`src/rtl/core/salc_pkg.sv`:
```
// ----------------------------------------------------------------------------
// salc_pkg
// shared constants, codes and types of the set-associative lru tag store
// ----------------------------------------------------------------------------
package salc_pkg;

  localparam int MAX_WAYS_DEF  = 8;
  localparam int MAX_SETS_DEF  = 512;
  localparam int ADDR_BITS_DEF = 32;

  localparam int OFFSET_LIMIT = 12;
  localparam int INDEX_LIMIT  = 9;

  localparam int CFG_W     = 4;
  localparam int PADDR_W   = 4;
  localparam int PDATA_W   = 32;
  localparam int COUNT_W   = 32;
  localparam int WAY_OUT_W = 3;

  localparam logic [CFG_W-1:0] OFFSET_RST = 4'd6;
  localparam logic [CFG_W-1:0] INDEX_RST  = 4'd4;
  localparam logic [CFG_W-1:0] WAYS_RST   = 4'd1;

  localparam logic [1:0] REG_OFFSET = 2'd0;
  localparam logic [1:0] REG_INDEX  = 2'd1;
  localparam logic [1:0] REG_WAYS   = 2'd2;

  typedef enum logic [1:0] {
    ST_IDLE,
    ST_UPDATE,
    ST_CLEAR
  } state_e;

  typedef struct packed {
    logic                 hit;
    logic                 evicted;
    logic [WAY_OUT_W-1:0] way;
  } lookup_res_t;

endpackage

```
`src/rtl/core/salc_lookup.sv`:
```
// ----------------------------------------------------------------------------
// salc_lookup
// tag compare, fill or victim choice and age rank update of one set row
// ----------------------------------------------------------------------------
module salc_lookup #(
  parameter int MAX_WAYS  = salc_pkg::MAX_WAYS_DEF,
  parameter int ADDR_BITS = salc_pkg::ADDR_BITS_DEF,
  parameter int RANK_W    = (MAX_WAYS > 1) ? $clog2(MAX_WAYS) : 1,
  parameter int NW_W      = $clog2(MAX_WAYS + 1),
  parameter int ENTRY_W   = 1 + ADDR_BITS + RANK_W,
  parameter int ROW_W     = MAX_WAYS * ENTRY_W
) (
  input  logic [ROW_W-1:0]     row_i,
  input  logic [ADDR_BITS-1:0] tag_i,
  input  logic [NW_W-1:0]      nways_i,
  output logic [ROW_W-1:0]     row_o,
  output salc_pkg::lookup_res_t res_o
);

  localparam int WAY_W = (MAX_WAYS > 1) ? $clog2(MAX_WAYS) : 1;
  localparam logic [RANK_W:0] RANK_CAP  = (RANK_W + 1)'(MAX_WAYS - 1);
  localparam logic [RANK_W:0] RANK_FILL = (RANK_W + 1)'(MAX_WAYS);

  logic                 valid [MAX_WAYS];
  logic [ADDR_BITS-1:0] tag   [MAX_WAYS];
  logic [RANK_W-1:0]    rank  [MAX_WAYS];
  logic [RANK_W-1:0]    rank_new [MAX_WAYS];

  logic              hit, free;
  logic [WAY_W-1:0]  hit_way, free_way, vic_way, way;
  logic [RANK_W-1:0] best;
  logic [RANK_W:0]   old_rank;

  always_comb begin
    for (int i = 0; i < MAX_WAYS; i++) begin
      rank[i]  = row_i[i*ENTRY_W +: RANK_W];
      tag[i]   = row_i[i*ENTRY_W + RANK_W +: ADDR_BITS];
      valid[i] = row_i[i*ENTRY_W + RANK_W + ADDR_BITS];
    end
  end

  // lowest way that hits, lowest invalid way, lowest way of highest rank
  always_comb begin
    hit      = 1'b0;
    hit_way  = '0;
    free     = 1'b0;
    free_way = '0;
    best     = '0;
    vic_way  = '0;
    for (int i = MAX_WAYS - 1; i >= 0; i--) begin
      if (i < int'(nways_i)) begin
        if (valid[i] && tag[i] == tag_i) begin
          hit     = 1'b1;
          hit_way = WAY_W'(i);
        end
        if (!valid[i]) begin
          free     = 1'b1;
          free_way = WAY_W'(i);
        end
      end
    end
    for (int i = 0; i < MAX_WAYS; i++) begin
      if (i < int'(nways_i) && rank[i] > best) begin
        best    = rank[i];
        vic_way = WAY_W'(i);
      end
    end
  end

  always_comb begin
    if (hit) begin
      way = hit_way;
    end else if (free) begin
      way = free_way;
    end else begin
      way = vic_way;
    end
    if (!hit && free) begin
      old_rank = RANK_FILL;
    end else begin
      old_rank = {1'b0, rank[way]};
    end
  end

  always_comb begin
    for (int i = 0; i < MAX_WAYS; i++) begin
      rank_new[i] = rank[i];
      if (WAY_W'(i) == way) begin
        rank_new[i] = '0;
      end else if (i < int'(nways_i) && valid[i] && {1'b0, rank[i]} < old_rank
                   && {1'b0, rank[i]} < RANK_CAP) begin
        rank_new[i] = rank[i] + RANK_W'(1);
      end
    end
  end

  always_comb begin
    row_o = row_i;
    for (int i = 0; i < MAX_WAYS; i++) begin
      row_o[i*ENTRY_W +: RANK_W] = rank_new[i];
    end
    if (!hit) begin
      row_o[int'(way)*ENTRY_W + RANK_W +: ADDR_BITS] = tag_i;
      row_o[int'(way)*ENTRY_W + RANK_W + ADDR_BITS]  = 1'b1;
    end
  end

  assign res_o.hit     = hit;
  assign res_o.evicted = !hit && !free;
  assign res_o.way     = salc_pkg::WAY_OUT_W'(way);

endmodule

```
`config.mk`:
```
export PLATFORM = sky130hd
export DESIGN_NAME = salc_lookup
export DESIGN_NICKNAME = d
export VERILOG_FILES = /design/src/rtl/core/salc_pkg.sv /design/src/rtl/core/salc_lookup.sv
export SDC_FILE = /design/constraint.sdc
export NUM_CORES = 1
export LEC_CHECK = 0
export BUFFER_PORTS_ARGS = -buffer_cell sky130_fd_sc_hd__buf_4
export CAP_MARGIN = 20
export CORE_AREA = 5 5 235 237
export DETAILED_ROUTE_END_ITERATION = 16
export DIE_AREA = 0 0 240 242
export GPL_TIMING_DRIVEN = 0
export PLACE_DENSITY = 0.41
export SYNTH_ARGS = -nofsm -noshare
export SYNTH_HDL_FRONTEND = slang
export SYNTH_SLANG_ARGS = --single-unit
```
`constraint.sdc`:
```
create_clock -name vclk -period 27
set_input_delay 5.4 -clock vclk [all_inputs]
set_output_delay 5.4 -clock vclk [all_outputs]
set_load 0.05 [all_outputs]
```
==> summary.md <==
| Metric | Value |
|---|---|
| Outcome | finished clean |
| Stage delay of the slowest cell on the critical path | 780 ps |
| Final number of max-transition violations | 0 |
| Count of standard-cell rows | 85 |
| Leading cell type in the layout, fill and taps excluded | sky130_fd_sc_hd__buf_4 |
| Post-route ant nets | 0 |
| Yosys warns | 0 |
| Chip width | 240 µm |
| Total via count in the routed design | 16400 |
| Buffers inserted during post-CTS setup optimization | 0 |
| Post-route minimum period | 26080 ps |
| Critical path launch point type | input pin |
| Most common cell type on the critical path | sky130_fd_sc_hd__ha_1 |
| Required time of the critical path | 21600 ps |
| CP Capture Type | output pin |
| Initial cell density of the core | 20.3% |
| Unrepaired setup endpoints after global routing | no |
| Number of violations reported at the end of detailed-routing iteration 0 | 1414 |
| Syn nets | 1984 |
| Count of different cell masters after synthesis | 92 |
| DRC errors left | 0 |
| Fraction of final layout cells with drive strength greater than 1 | 35.8% |
| Detailed Route WL | 105 mm |
| Area Growth Syn to Fin | 53.6% |
| Count of input and output buffers | 595 |
| Wire length of the first global-routing pass | 139 mm |
| Synthesized instance count | 1615 |
| Detailed-routing iteration count for the pre-antenna-repair pass | 6 |
| GPL Wtd Cong | 1.00 |
| Clock buffer count | 0 |
| Fmax | 38.4 MHz |
| Count of nets after finishing | 2611 |
| Total grt overflow | 0 |
| Num sequential | 0 |
| Worst setup path class | in -> out |
| Endpoints failing setup | 0 |
| Most frequent cells in the layout | sky130_fd_sc_hd__buf_4 (607), sky130_fd_sc_hd__nand2_1 (261), sky130_fd_sc_hd__xor2_1 (188), sky130_fd_sc_hd__nor2_1 (136), sky130_fd_sc_hd__a21oi_1 (131) |
| Setup TNS | 0 ps |
| CP max-delay cell | sky130_fd_sc_hd__a311oi_1 |
| Pin count of the biggest net entering global routing | 14 |
| Post-synthesis average cell area | 6.67 µm² |
| Core ar. | 53100 µm² |
| Final number of hold-violating endpoints | 0 |
| CTS Hold Bufs | 0 |
| Routed wire per std cell | 35.8 µm |
| Worst slew margin relative to its limit | 13.6% |
| Combined area of all synthesized cells | 10800 µm² |
| Max_cap viols | 0 |
| Instance count along the most critical hold path | 4 |
| Via-per-instance ratio | 5.57 |
| Actual slew at the worst max-slew pin | 1280 ps |
| DP Wirelength | 89.1 mm |
| Max FO, Critical Path | 13 |
| Final period utilization | 96.6% |
| Global-route usage over all layers | 33.7% |
| Via count of the first global-routing pass | 16100 |
| Vertical extent of the die | 242 µm |
| Class of the tightest hold or removal check | in -> out |
| Portion of the post-synthesis area used by sequential elements | 0% |
| Resized cells post-CTS | 0 |
| Signal arrival time at the worst endpoint | 20680 ps |
| Number of primary I/O pins | 617 |
| Antenna violations before repair | 9 |
| Die ar. | 58100 µm² |
| Register cell area after layout | 0 µm² |
worst paths after layout:
path                        from          to  slack, ps
worst max-delay path  nways_i[2]   row_o[74]        920
worst min-delay path  row_i[122]  row_o[122]      11180
stage by stage:
step                      hold slack [ps]  util, %  worst slack, ps  cell area, µm²  cells
final                               11180     31.2              925           16500   2940
after global routing                11190     31.1             21.4           16500   2936
after CTS                           11180     31.1             1110           16500   2934
after detailed placement            11180     31.1             1140           16500   2934
after global placement              11180     30.3             1230           16100   2906
after floorplan                     11080        -             3320           10800   1615
final cells by class:
cell class / instances / area (µm²)
fill: 5956 / 36500
tap: 696 / 871
multi-input combinational: 1468 / 10100
antenna: 4 / 10.0
inverter: 44 / 168
buffer: 103 / 480
timing repair buffer: 625 / 4870
cells by family after synthesis:
logic type / share of synthesized area, %
and+or+nand+nor: 26.8
xor gates and xnor gates: 21.3
muxes: 17.2
adders and majority gates: 5.33
buffers and inverters: 6.02
AOI/OAI and AO/OA: 23.3
routing by layer:
| layer | routed length (µm) | GRT usage [%] | up-vias |
|---|---|---|---|
| met5 | 72 | 0 | - |
| met4 | 7360 | 17.8 | 10 |
| met3 | 8130 | 6.44 | 287 |
| met2 | 49500 | 57.1 | 992 |
| met1 | 40000 | 40.0 | 8052 |
| li1 | - | - | 7044 |
cells in the mapped netlist (all sizes together) (36+ instances only):
| cell type | number | area (µm²) |
|---|---|---|
| nand2 | 264 | 998 |
| xor2 | 188 | 1650 |
| nor2 | 141 | 547 |
| a21oi | 132 | 664 |
| mux2 | 91 | 1030 |
| mux2i | 76 | 826 |
| o21ai | 76 | 380 |
| xnor2 | 74 | 648 |
| nor4 | 56 | 350 |
| buf | 53 | 293 |
| clkbuf | 50 | 188 |
| ha | 45 | 563 |
| inv | 44 | 168 |
| nand4 | 36 | 225 |
critical path, delay by kind of cell:
kind            cells  cell delay (ps)
buf+inv             7             1810
mux                 2              720
compound gates     24             6660
simple gates       18             3460
fa+ha+maj           9             2580
