[config.mk]
export PLATFORM = sky130hd
export DESIGN_NAME = salc_ram
export DESIGN_NICKNAME = d
export VERILOG_FILES = /design/src/rtl/core/salc_ram.sv
export SDC_FILE = /design/constraint.sdc
export NUM_CORES = 1
export LEC_CHECK = 0
export BUFFER_PORTS_ARGS = -buffer_cell sky130_fd_sc_hd__clkbuf_2
export CAP_MARGIN = 10
export CORE_MARGIN = 2
export CORE_UTILIZATION = 54
export CTS_CLUSTER_DIAMETER = 120
export DETAILED_ROUTE_END_ITERATION = 12
export HOLD_SLACK_MARGIN = 0.08
export PLACE_DENSITY_LB_ADDON = 0.25
export SETUP_SLACK_MARGIN = 0.15
export SYNTH_ARGS = -nofsm -noshare
export SYNTH_HDL_FRONTEND = slang
export SYNTH_SLANG_ARGS = --single-unit
[constraint.sdc]
create_clock -name clk_i -period 1.7 [get_ports clk_i]
set_clock_uncertainty 0.1 [all_clocks]
set_input_delay 0.17 -clock clk_i [delete_from_list [all_inputs] [get_ports clk_i]]
set_output_delay 0.17 -clock clk_i [all_outputs]
set_load 0.005 [all_outputs]
[src/rtl/core/salc_ram.sv]
// ----------------------------------------------------------------------------
// salc_ram
// single-port synchronous ram with registered read data
// ----------------------------------------------------------------------------
module salc_ram #(
  parameter int WIDTH = 8,
  parameter int DEPTH = 16,
  parameter int AW    = (DEPTH > 1) ? $clog2(DEPTH) : 1
) (
  input  logic             clk_i,
  input  logic             re_i,
  input  logic             we_i,
  input  logic [AW-1:0]    addr_i,
  input  logic [WIDTH-1:0] wdata_i,
  output logic [WIDTH-1:0] rdata_o
);

  logic [WIDTH-1:0] mem_q [DEPTH];
  logic [WIDTH-1:0] rdata_q;

  always_ff @(posedge clk_i) begin
    if (we_i) begin
      mem_q[addr_i] <= wdata_i;
    end
    if (re_i) begin
      rdata_q <= mem_q[addr_i];
    end
  end

  assign rdata_o = rdata_q;

endmodule

==> results of run 1 <==
## area by class of cell
cell class              count  area share [%]
flip-flops and latches    136            63.9
clock buffers              17            6.48
multi-input cells          83            16.9
repair buffers             56            7.83
well taps                 129            2.53
clock inverters            15            2.37
## final timing paths
check,from,end,slack [ps]
max,mem_q[3][6]$_DFFE_PP_,rdata_o[6]$_DFFE_PP_,140
min,addr_i[2],mem_q[1][2]$_DFFE_PP_,210
max reg2reg,mem_q[3][6]$_DFFE_PP_,rdata_o[6]$_DFFE_PP_,140
min reg2reg,mem_q[13][4]$_DFFE_PP_,rdata_o[4]$_DFFE_PP_,650
## state kept, by name, indices dropped and copies added, names as in the netlist
register and flops:
mem_q 128, rdata_o 8
## layer usage
layer | part of all wire (%) | track usage (%) | vias to the layer above
met5 | 0 | 0 | -
met4 | 0.62 | 6.24 | 0
met3 | 4.8 | 5.66 | 4
met2 | 52 | 34.1 | 63
met1 | 43 | 27.9 | 1262
li1 | - | - | 1097
## cell families after synthesis
kind of cell,share of synthesized area (%)
DFF,79.3
and+or+nand+nor,3.16
muxes,14.0
AOI/OAI and AO/OA,2.33
buffers and inverters,1.17
## placed cells by master, fill, tap and decap left out
| master | n |
|---|---|
| sky130_fd_sc_hd__edfxtp_1 | 136 |
| sky130_fd_sc_hd__mux4_2 | 32 |
| sky130_fd_sc_hd__clkbuf_2 | 22 |
| sky130_fd_sc_hd__clkbuf_16 | 16 |
| sky130_fd_sc_hd__buf_4 | 16 |
| sky130_fd_sc_hd__nor2_2 | 12 |
| sky130_fd_sc_hd__nand2_1 | 9 |
| sky130_fd_sc_hd__dlygate4sd3_1 | 9 |
| sky130_fd_sc_hd__buf_12 | 9 |
| sky130_fd_sc_hd__a22oi_1 | 8 |
| sky130_fd_sc_hd__a22oi_2 | 8 |
| sky130_fd_sc_hd__clkinvlp_4 | 4 |
| sky130_fd_sc_hd__inv_6 | 4 |
| sky130_fd_sc_hd__nor3_1 | 3 |
| sky130_fd_sc_hd__nor2b_1 | 2 |
| sky130_fd_sc_hd__nand3b_1 | 2 |
| sky130_fd_sc_hd__nand2b_1 | 2 |
| sky130_fd_sc_hd__clkinv_1 | 2 |
| sky130_fd_sc_hd__clkinv_2 | 2 |
| sky130_fd_sc_hd__bufinv_16 | 2 |
| sky130_fd_sc_hd__and2_1 | 1 |
| sky130_fd_sc_hd__nor2_1 | 1 |
| sky130_fd_sc_hd__nand3_1 | 1 |
| sky130_fd_sc_hd__or3b_2 | 1 |
| sky130_fd_sc_hd__nor3_2 | 1 |
| sky130_fd_sc_hd__clkbuf_8 | 1 |
| sky130_fd_sc_hd__clkinv_4 | 1 |
## where the power goes
part / internal (µW) / switching, µW
Combinational: 187 / 215
Clock: 2090 / 1340
Sequential: 3780 / 19.8
Total: 6050 / 1580
## timing repair
action,in CTS,in global routing
hold endpoints to repair,136,0
endpoints found under the setup margin,7,8
setup buffers,0,0
pin swaps,0,10
hold buffers,9,0
resized for setup,4,4
## worst max-delay path, cell delays in order, from the launching register on
cell and delay, ps:
sky130_fd_sc_hd__edfxtp_1 360, sky130_fd_sc_hd__mux4_2 470, sky130_fd_sc_hd__a22oi_1 280, sky130_fd_sc_hd__nand2_1 90
## through the flow
step / setup TNS (ps) / power [µW] / worst slack [ps] / utilization (%)
floorplan: 0 / 4070 / 42.6 / -
global placement: -525 / 4230 / -90.2 / 61.6
detailed placement: -683 / 4240 / -119 / 61.6
CTS: 0 / 7670 / 138 / 68.9
global route: 0 / 7870 / 131 / 69.2
finish: 0 / 7630 / 138 / 69.2
==> flow_metrics.tcl, run 1 <==
set metrics [dict create \
    antenna_found_initial 0 \
    period_share_pct 91.9 \
    vdd_drop_max_v 0.000930 \
    yosysTopAreaCellShare_pct 79.3 \
    worst-endpoint-required_ps 1840 \
    finish.net_count 309 \
    h_tree_levels 4 \
    synth.largest_area_cell "sky130_fd_sc_hd__edfxtp_1" \
    ioPinCount 23 \
    multi_input_comb_area_um2 1080 \
    timing_max_transition_violations_final 0 \
    finalHoldViolations 0 \
    clkSlewWorstSetupHoldPaths_ps 60 \
    dominantRegCellSynth "sky130_fd_sc_hd__edfxtp_1" \
    floorplan.rows 35 \
    fp.coreArea_um2 9240 \
    die-area_um2 10300 \
    fin_crit_period_ps 1560 \
    ys_seq_area_share_pct 79.3 \
    area_growth_pct 24.1 \
    rsz0062_at_grt "true" \
    end_kind "register" \
    worst_slew_pin_slew_ps 817 \
    worstHoldPathCells 4 \
    cap_violations 0 \
    viasPerCell 5.56 \
    final_standard_cell_area_without_fillers_um2 6390 \
    worst_hold_check_path_type "input pin to register" \
    regArea_um2 4080 \
    grt_max_degree 26 \
    final.fill_count 553 \
    routedWlPerCell_um 21.7 \
    syn_inst 230 \
    detail_route.first_pass.iterations 4 \
    synth_fp_nets 245 \
    worst-setup-path-type "register to register" \
    syn_area_um2 5150 \
    result_of_the_run "finished clean" \
    synth_async_sr_flop_share_pct 0 \
    achievable-frequency_ghz 0.640 \
    vias 2426 \
    1st_iter_drt_viols 221 \
    ant_nets 0 \
    vias_in_the_first_global_route 2643 \
    path_max_fanout 1 \
    numClockSinks 136 \
    post_synth_most_frequent_cells "136 x sky130_fd_sc_hd__edfxtp_1, 32 x sky130_fd_sc_hd__mux4_2, 16 x sky130_fd_sc_hd__a22oi_1, 13 x sky130_fd_sc_hd__nor2_1, 9 x sky130_fd_sc_hd__nand2_1" \
    setup-violations-final 0 \
    post-route-drc-count 0 \
    grt_pass1_wl_um 15000 \
    clock_path_buffers 2 \
    synthTopCellsByArea "sky130_fd_sc_hd__edfxtp_1 79%, sky130_fd_sc_hd__mux4_2 14%, sky130_fd_sc_hd__a22oi_1 2.3%, sky130_fd_sc_hd__nor2_1 0.95%, sky130_fd_sc_hd__nand2_1 0.66%" \
    yosys.cell_count.top_type "sky130_fd_sc_hd__edfxtp_1" \
    reg2regPathDepth 3 \
    die_w_um 102 \
    grt_overflow_total 0 \
    n_antenna_cell 0 \
    tritoncts "yes" \
    clk-insertion-delay-late_ps 500 \
    cts_made_buffers 17 \
    finalNonFillerCells 436 \
    syn_avg_cell_area_um2 22.4 \
    postPlaceCellArea_um2 5690 \
    yosysWarnings 0 \
    ys_ff_latch 136 \
    worst_slew_margin_rel_pct 45.4 \
    worstPathArrival_ps 1700 \
    dp.cells 395 \
    cts_root_buffer_type "sky130_fd_sc_hd__clkbuf_8" \
    routed_wl_um 9480 \
    synth_cell_types 17 \
    placement.io_buffers 22 \
    hold_ws_ps 207 \
    initial_core_utilization_pct 55.7 \
    total_leakage_power_uw 0.00210 \
    dp.final_hpwl_um 5960 \
    synth_edf_count 136 \
    globalplace.congestion 0.785 \
    final_layout_size_suffix_gt1_share_pct 42.7 \
    power_density_nw_per_um2 1190 \
    grt.total_usage_pct 20.8 \
    die_height_um 102 \
    worst_setup_path_start_kind "register" \
]
(Power assumes the default switching activity.)
==> inputs of run 2 (changes only) <==
--- a/config.mk
+++ b/config.mk
@@ -11,7 +11,6 @@
 export CORE_UTILIZATION = 54
 export CTS_CLUSTER_DIAMETER = 120
 export DETAILED_ROUTE_END_ITERATION = 12
-export HOLD_SLACK_MARGIN = 0.08
 export PLACE_DENSITY_LB_ADDON = 0.25
 export SETUP_SLACK_MARGIN = 0.15
 export SYNTH_ARGS = -nofsm -noshare
==> constraint.sdc (replaced) <==
create_clock -name clk_i -period 1.4 [get_ports clk_i]
set_clock_uncertainty 0.1 [all_clocks]
set_input_delay 0.14 -clock clk_i [delete_from_list [all_inputs] [get_ports clk_i]]
set_output_delay 0.14 -clock clk_i [all_outputs]
set_load 0.005 [all_outputs]
==> run 2 against run 1 <==
Total power rose by 29%. Clock-buffer cell count is 2 higher. First-iteration DRC count is 22% lower. Worst hold slack lost 51 ps. Register-to-register slack worse by 270 ps. The flow now finishes with violations (negative setup slack). Sequential power increased by 22%. Design area is 6.1% higher. Combinational power grew 38%. Via count increased by 5.4%. Fmax increased by 1.9%. Critical path type unchanged. Final cell count up 2.1%.
==> flow_metrics.tcl, run 2 (synthesis gave the netlist of run 1 again) <==
set metrics [dict create \
    reg2reg_slack_ps -130 \
    worst_r2r_dst "rdata_o[3]$_DFFE_PP_" \
    final_common_cell "sky130_fd_sc_hd__edfxtp_1" \
    viasPerCell 5.75 \
    achievable-frequency_ghz 0.652 \
    worstPathArrival_ps 1690 \
    post-route-drc-count 0 \
    tritoncts "yes" \
    cap_violations 0 \
    initial_core_utilization_pct 55.7 \
    clk-insertion-delay-late_ps 520 \
    period_share_pct 110 \
    placement.io_buffers 22 \
    registers.top_by_ff_count "mem_q" \
    numClockSinks 136 \
    hold_ws_ps 156 \
    1st_iter_drt_viols 172 \
    die_w_um 102 \
    setup-violations-final 8 \
    path_max_fanout 1 \
    failed_checks "negative setup slack" \
    finalNonFillerCells 445 \
    routed_wl_um 10700 \
    finalHoldViolations 0 \
    floorplan.rows 35 \
    finish.net_count 318 \
    result_of_the_run "finished with violations" \
    r2r-start "mem_q[10][3]$_DFFE_PP_" \
    setup.worst_path.start "mem_q[10][3]$_DFFE_PP_" \
    grt.total_usage_pct 23.3 \
    area_growth_pct 31.7 \
    end_kind "register" \
    vias_in_the_first_global_route 2716 \
    vias 2558 \
    worst_slew_margin_rel_pct 31.6 \
    timing_max_transition_violations_final 0 \
    largest_reg_flops 128 \
    power_density_nw_per_um2 1450 \
    rsz0062_at_grt "true" \
    vdd_drop_max_v 0.000864 \
    final_standard_cell_area_without_fillers_um2 6780 \
    ant_nets 0 \
    worst_slew_pin_slew_ps 1020 \
    grt_max_degree 22 \
    worst_setup_path_start_kind "register" \
    worst_hold_check_path_type "input pin to register" \
    postLayoutSetupSlackWorst_ps -133 \
    postPlaceCellArea_um2 6010 \
    worst-endpoint-required_ps 1560 \
    clock_path_buffers 2 \
    cts_root_buffer_type "sky130_fd_sc_hd__clkbuf_8" \
    die-area_um2 10300 \
    total_leakage_power_uw 0.00223 \
    fp.coreArea_um2 9240 \
    detail_route.first_pass.iterations 4 \
    fin_crit_period_ps 1530 \
    postCtsSetupBuffers 0 \
    dp.cells 404 \
    reg2regPathDepth 3 \
    grt_overflow_total 0 \
    n_antenna_cell 0 \
    dp.final_hpwl_um 6550 \
    antenna_found_initial 0 \
    die_height_um 102 \
    worst-setup-path-type "register to register" \
    globalplace.congestion 0.741 \
    ioPinCount 23 \
    clkSlewWorstSetupHoldPaths_ps 60 \
    cts_made_buffers 17 \
    final_layout_size_suffix_gt1_share_pct 45.9 \
    crit_end "rdata_o[3]$_DFFE_PP_" \
    routedWlPerCell_um 24.1 \
    most-common-layout-cells "136 x sky130_fd_sc_hd__edfxtp_1, 32 x sky130_fd_sc_hd__mux4_2, 20 x sky130_fd_sc_hd__buf_12" \
    grt_pass1_wl_um 16300 \
    h_tree_levels 4 \
]
## run 2: cell count changes in the layout (fill, tap and decap cells not counted), moves of 3 or more
cell / change
sky130_fd_sc_hd__nor3_1: -3
sky130_fd_sc_hd__nor2_4: +12
sky130_fd_sc_hd__nor2_2: -12
sky130_fd_sc_hd__nor3_4: +4
sky130_fd_sc_hd__buf_12: +11
sky130_fd_sc_hd__inv_6: -3
sky130_fd_sc_hd__buf_2: +7
sky130_fd_sc_hd__bufinv_16: +3
sky130_fd_sc_hd__clkbuf_2: -7
## run 2: what timing repair did
item | in CTS | in global routing
endpoints found under the setup margin | 15 | 16
pin swaps | 5 | 7
endpoints found under the hold margin | 136 | 0
gates resized for setup | 4 | 13
hold buffers | 9 | 0
## run 2: stage by stage
stage / power, µW / worst slack (ps) / util, % / setup TNS [ps]
3_3_place_gp: 5210 / -377 / 65.1 / -20450
4_1_cts: 9870 / -140 / 73.0 / -956
5_1_grt: 10100 / -151 / 73.4 / -1020
3_5_place_dp: 5220 / -423 / 65.1 / -21640
6_report: 9820 / -133 / 73.4 / -729
2_1_floorplan: 4980 / -41.1 / - / -312
## run 2: area by class of cell
class,count,area [µm²]
timing repair buffer,65,706
clock inverter,13,201
clock buffer,19,422
fill,517,2460
tap,129,161
multi-input combinational,83,1200
sequential,136,4080
## run 2: routing by layer
layer	vias up	GRT usage [%]	part of all wire, %	wire length [µm]
li1	1127	-	-	-
met4	0	7.38	1.4	146
met1	1313	32.8	41	4370
met3	15	7.18	6.8	733
met2	103	35.7	51	5470
met5	-	0	0	0
## run 2: worst min-delay path by stage
stage,cells past startpoint,endpoint,startpoint
after floorplan,0,mem_q[0][0]$_DFFE_PP_,wdata_i[0]
after detailed placement,1,rdata_o[7],rdata_o[7]$_DFFE_PP_
after CTS,4,mem_q[2][6]$_DFFE_PP_,addr_i[2]
after global routing,4,mem_q[2][6]$_DFFE_PP_,addr_i[3]
final,4,mem_q[2][6]$_DFFE_PP_,addr_i[2]
after global placement,1,rdata_o[7],rdata_o[7]$_DFFE_PP_
## run 2: critical path, stage by stage (launching register included)
cell                       delay, ps
sky130_fd_sc_hd__edfxtp_1        390
sky130_fd_sc_hd__mux4_2          490
sky130_fd_sc_hd__a22oi_2         210
sky130_fd_sc_hd__nand2_1          80
## run 2: report_power, final
| part | switching, µW | internal (µW) | total (µW) |
|---|---|---|---|
| Combinational | 296 | 261 | 558 |
| Clock | 1590 | 3060 | 4640 |
| Sequential | 28.3 | 4590 | 4620 |
==> inputs of run 3 (changes only) <==
--- a/config.mk
+++ b/config.mk
@@ -7,10 +7,12 @@
 export LEC_CHECK = 0
 export BUFFER_PORTS_ARGS = -buffer_cell sky130_fd_sc_hd__clkbuf_2
 export CAP_MARGIN = 10
+export CORE_ASPECT_RATIO = 0.7
 export CORE_MARGIN = 2
 export CORE_UTILIZATION = 54
 export CTS_CLUSTER_DIAMETER = 120
 export DETAILED_ROUTE_END_ITERATION = 12
+export MAX_ROUTING_LAYER = met4
 export PLACE_DENSITY_LB_ADDON = 0.25
 export SETUP_SLACK_MARGIN = 0.15
 export SYNTH_ARGS = -nofsm -noshare
==> run 3 against run 2 <==
The flow still finishes with violations (negative setup slack). Die area grew 0.12%. Critical endpoint unchanged. Non-clock buffer count shrank 9. Largest cell class unchanged. Global-route usage grew 0.43 points. Fmax shrank 0.67%. Core utilization shrank 1.8 points.
==> flow_metrics.tcl, run 3 (synthesis gave the netlist of run 1 again) <==
set metrics [dict create \
    worst-setup-path-type "register to register" \
    grt_util_met2_pct 32.5 \
    part_of_the_total_power_dissipated_in_combinational_logic_pct 5.9 \
    dpl_worst_slack_ps -467 \
    antenna_found_initial 0 \
    global_route.peak_usage_layer "met1" \
    dp.final_hpwl_um 6850 \
    setup-violations-final 8 \
    registers.top_by_ff_count "mem_q" \
    power.clock.fraction_pct 45.8 \
    die_w_um 121 \
    hold_ws_ps 99.6 \
    final_standard_cell_area_without_fillers_um2 6570 \
    worst_slew_margin_rel_pct 47.1 \
    n_antenna_cell 0 \
    cap_violations 0 \
    fin_setup_tns_ps -821 \
    globalRouteMet3Util_pct 6.98 \
    die_height_um 85.7 \
    finish.net_count 309 \
    clock_path_buffers 2 \
    grt_max_degree 26 \
    internal_power_uw 7620 \
    final_common_cell "sky130_fd_sc_hd__edfxtp_1" \
    period_share_pct 110 \
    area_growth_pct 27.6 \
    path_max_fanout 1 \
    routed_wl_um 10800 \
    vias_in_the_first_global_route 2599 \
    achievable-frequency_ghz 0.648 \
    numClockSinks 136 \
    fin_crit_period_ps 1540 \
    cts_made_buffers 17 \
    largest_reg_flops 128 \
    worst_slew_pin_slew_ps 792 \
    postPlaceCellArea_um2 5870 \
    worst_setup_path_start_kind "register" \
    routedWlPerCell_um 24.9 \
    post-route-drc-count 0 \
    h_tree_levels 4 \
    globalplace.congestion 0.800 \
    final.fill_count 536 \
    rsz0062_at_grt "true" \
    failed_checks "negative setup slack" \
    fp.coreArea_um2 9180 \
    viasPerCell 5.79 \
    switchingPower_uw 1940 \
    vias 2495 \
    grt_pass1_wl_um 16100 \
    worstPathArrival_ps 1600 \
    most-common-layout-cells "136 x sky130_fd_sc_hd__edfxtp_1, 32 x sky130_fd_sc_hd__mux4_2, 21 x sky130_fd_sc_hd__clkbuf_2" \
    finalHoldViolations 0 \
    worst-endpoint-required_ps 1460 \
    result_of_the_run "finished with violations" \
    postLayoutSetupSlackWorst_ps -144 \
    initial_core_utilization_pct 56.1 \
    reg2reg_slack_ps -140 \
    power_density_nw_per_um2 1460 \
    timing_max_transition_violations_final 0 \
    end_kind "register" \
    postLayoutCoreUtil_pct 71.5 \
    p_sw_share_pct 20.3 \
    final_layout_size_suffix_gt1_share_pct 46.9 \
    total_leakage_power_uw 0.00217 \
    detail_route.first_pass.iterations 4 \
    ant_nets 0 \
    power.sequential.fraction_pct 48.3 \
    vdd_drop_max_v 0.000996 \
    placement.io_buffers 22 \
    1st_iter_drt_viols 246 \
    worst_hold_check_path_type "input pin to register" \
    clk-insertion-delay-late_ps 410 \
    tritoncts "yes" \
    grt_overflow_total 0 \
    ioPinCount 23 \
    clkSlewWorstSetupHoldPaths_ps 60 \
    grt.total_usage_pct 23.8 \
    floorplan.rows 29 \
    die-area_um2 10300 \
    cts_root_buffer_type "sky130_fd_sc_hd__clkbuf_16" \
    grtUsageMet1_pct 35.9 \
]
## run 3: timing repair
action,4_1_cts,5_1_grt
setup buffers,2,1
endpoints found under the hold margin,8,0
pin swaps,15,1
cloned,0,1
endpoints found under the setup margin,21,24
hold buffers,1,0
gates resized for setup,10,2
## run 3: layout make-up
class	instances	area, µm²	share of cell area (%)
multi-input combinational	83	1200	18.3
clock buffer	18	429	6.54
tap	124	155	2.36
timing repair buffer	56	538	8.19
sequential	136	4080	62.2
clock inverter	14	156	2.38
## run 3: power groups by stage
stage	clock, µW	combinational [µW]	sequential [µW]
finish	4380	562	4620
global route	4610	606	4620
CTS	4430	556	4620
detailed placement	0	529	4700
global placement	0	517	4690
floorplan	0	284	4690
## run 3: stage by stage
| stage | cells | power [µW] |
|---|---|---|
| floorplan | 230 | 4980 |
| global placement | 394 | 5210 |
| detailed placement | 394 | 5230 |
| CTS | 429 | 9610 |
| global route | 431 | 9840 |
| finish | 431 | 9560 |
## run 3: worst max-delay path, cell delays in order, from the launching register on
cell                       delay, ps
sky130_fd_sc_hd__edfxtp_1        380
sky130_fd_sc_hd__mux4_2          490
sky130_fd_sc_hd__a22oi_2         240
sky130_fd_sc_hd__nand2_1          90
## run 3: worst paths after layout
path / endpoint / cells after the start / startpoint
worst max-delay path: rdata_o[3]$_DFFE_PP_ / 3 / mem_q[8][3]$_DFFE_PP_
worst min-delay path: mem_q[3][6]$_DFFE_PP_ / 1 / wdata_i[6]
worst max register to register: rdata_o[3]$_DFFE_PP_ / 3 / mem_q[8][3]$_DFFE_PP_
worst min register to register: rdata_o[0]$_DFFE_PP_ / 3 / mem_q[2][0]$_DFFE_PP_
## run 3: layer usage
layer,share of wire (%),up-vias
met5,0,-
met4,0.28,0
met3,7.3,2
met2,47,77
met1,46,1313
li1,-,1103
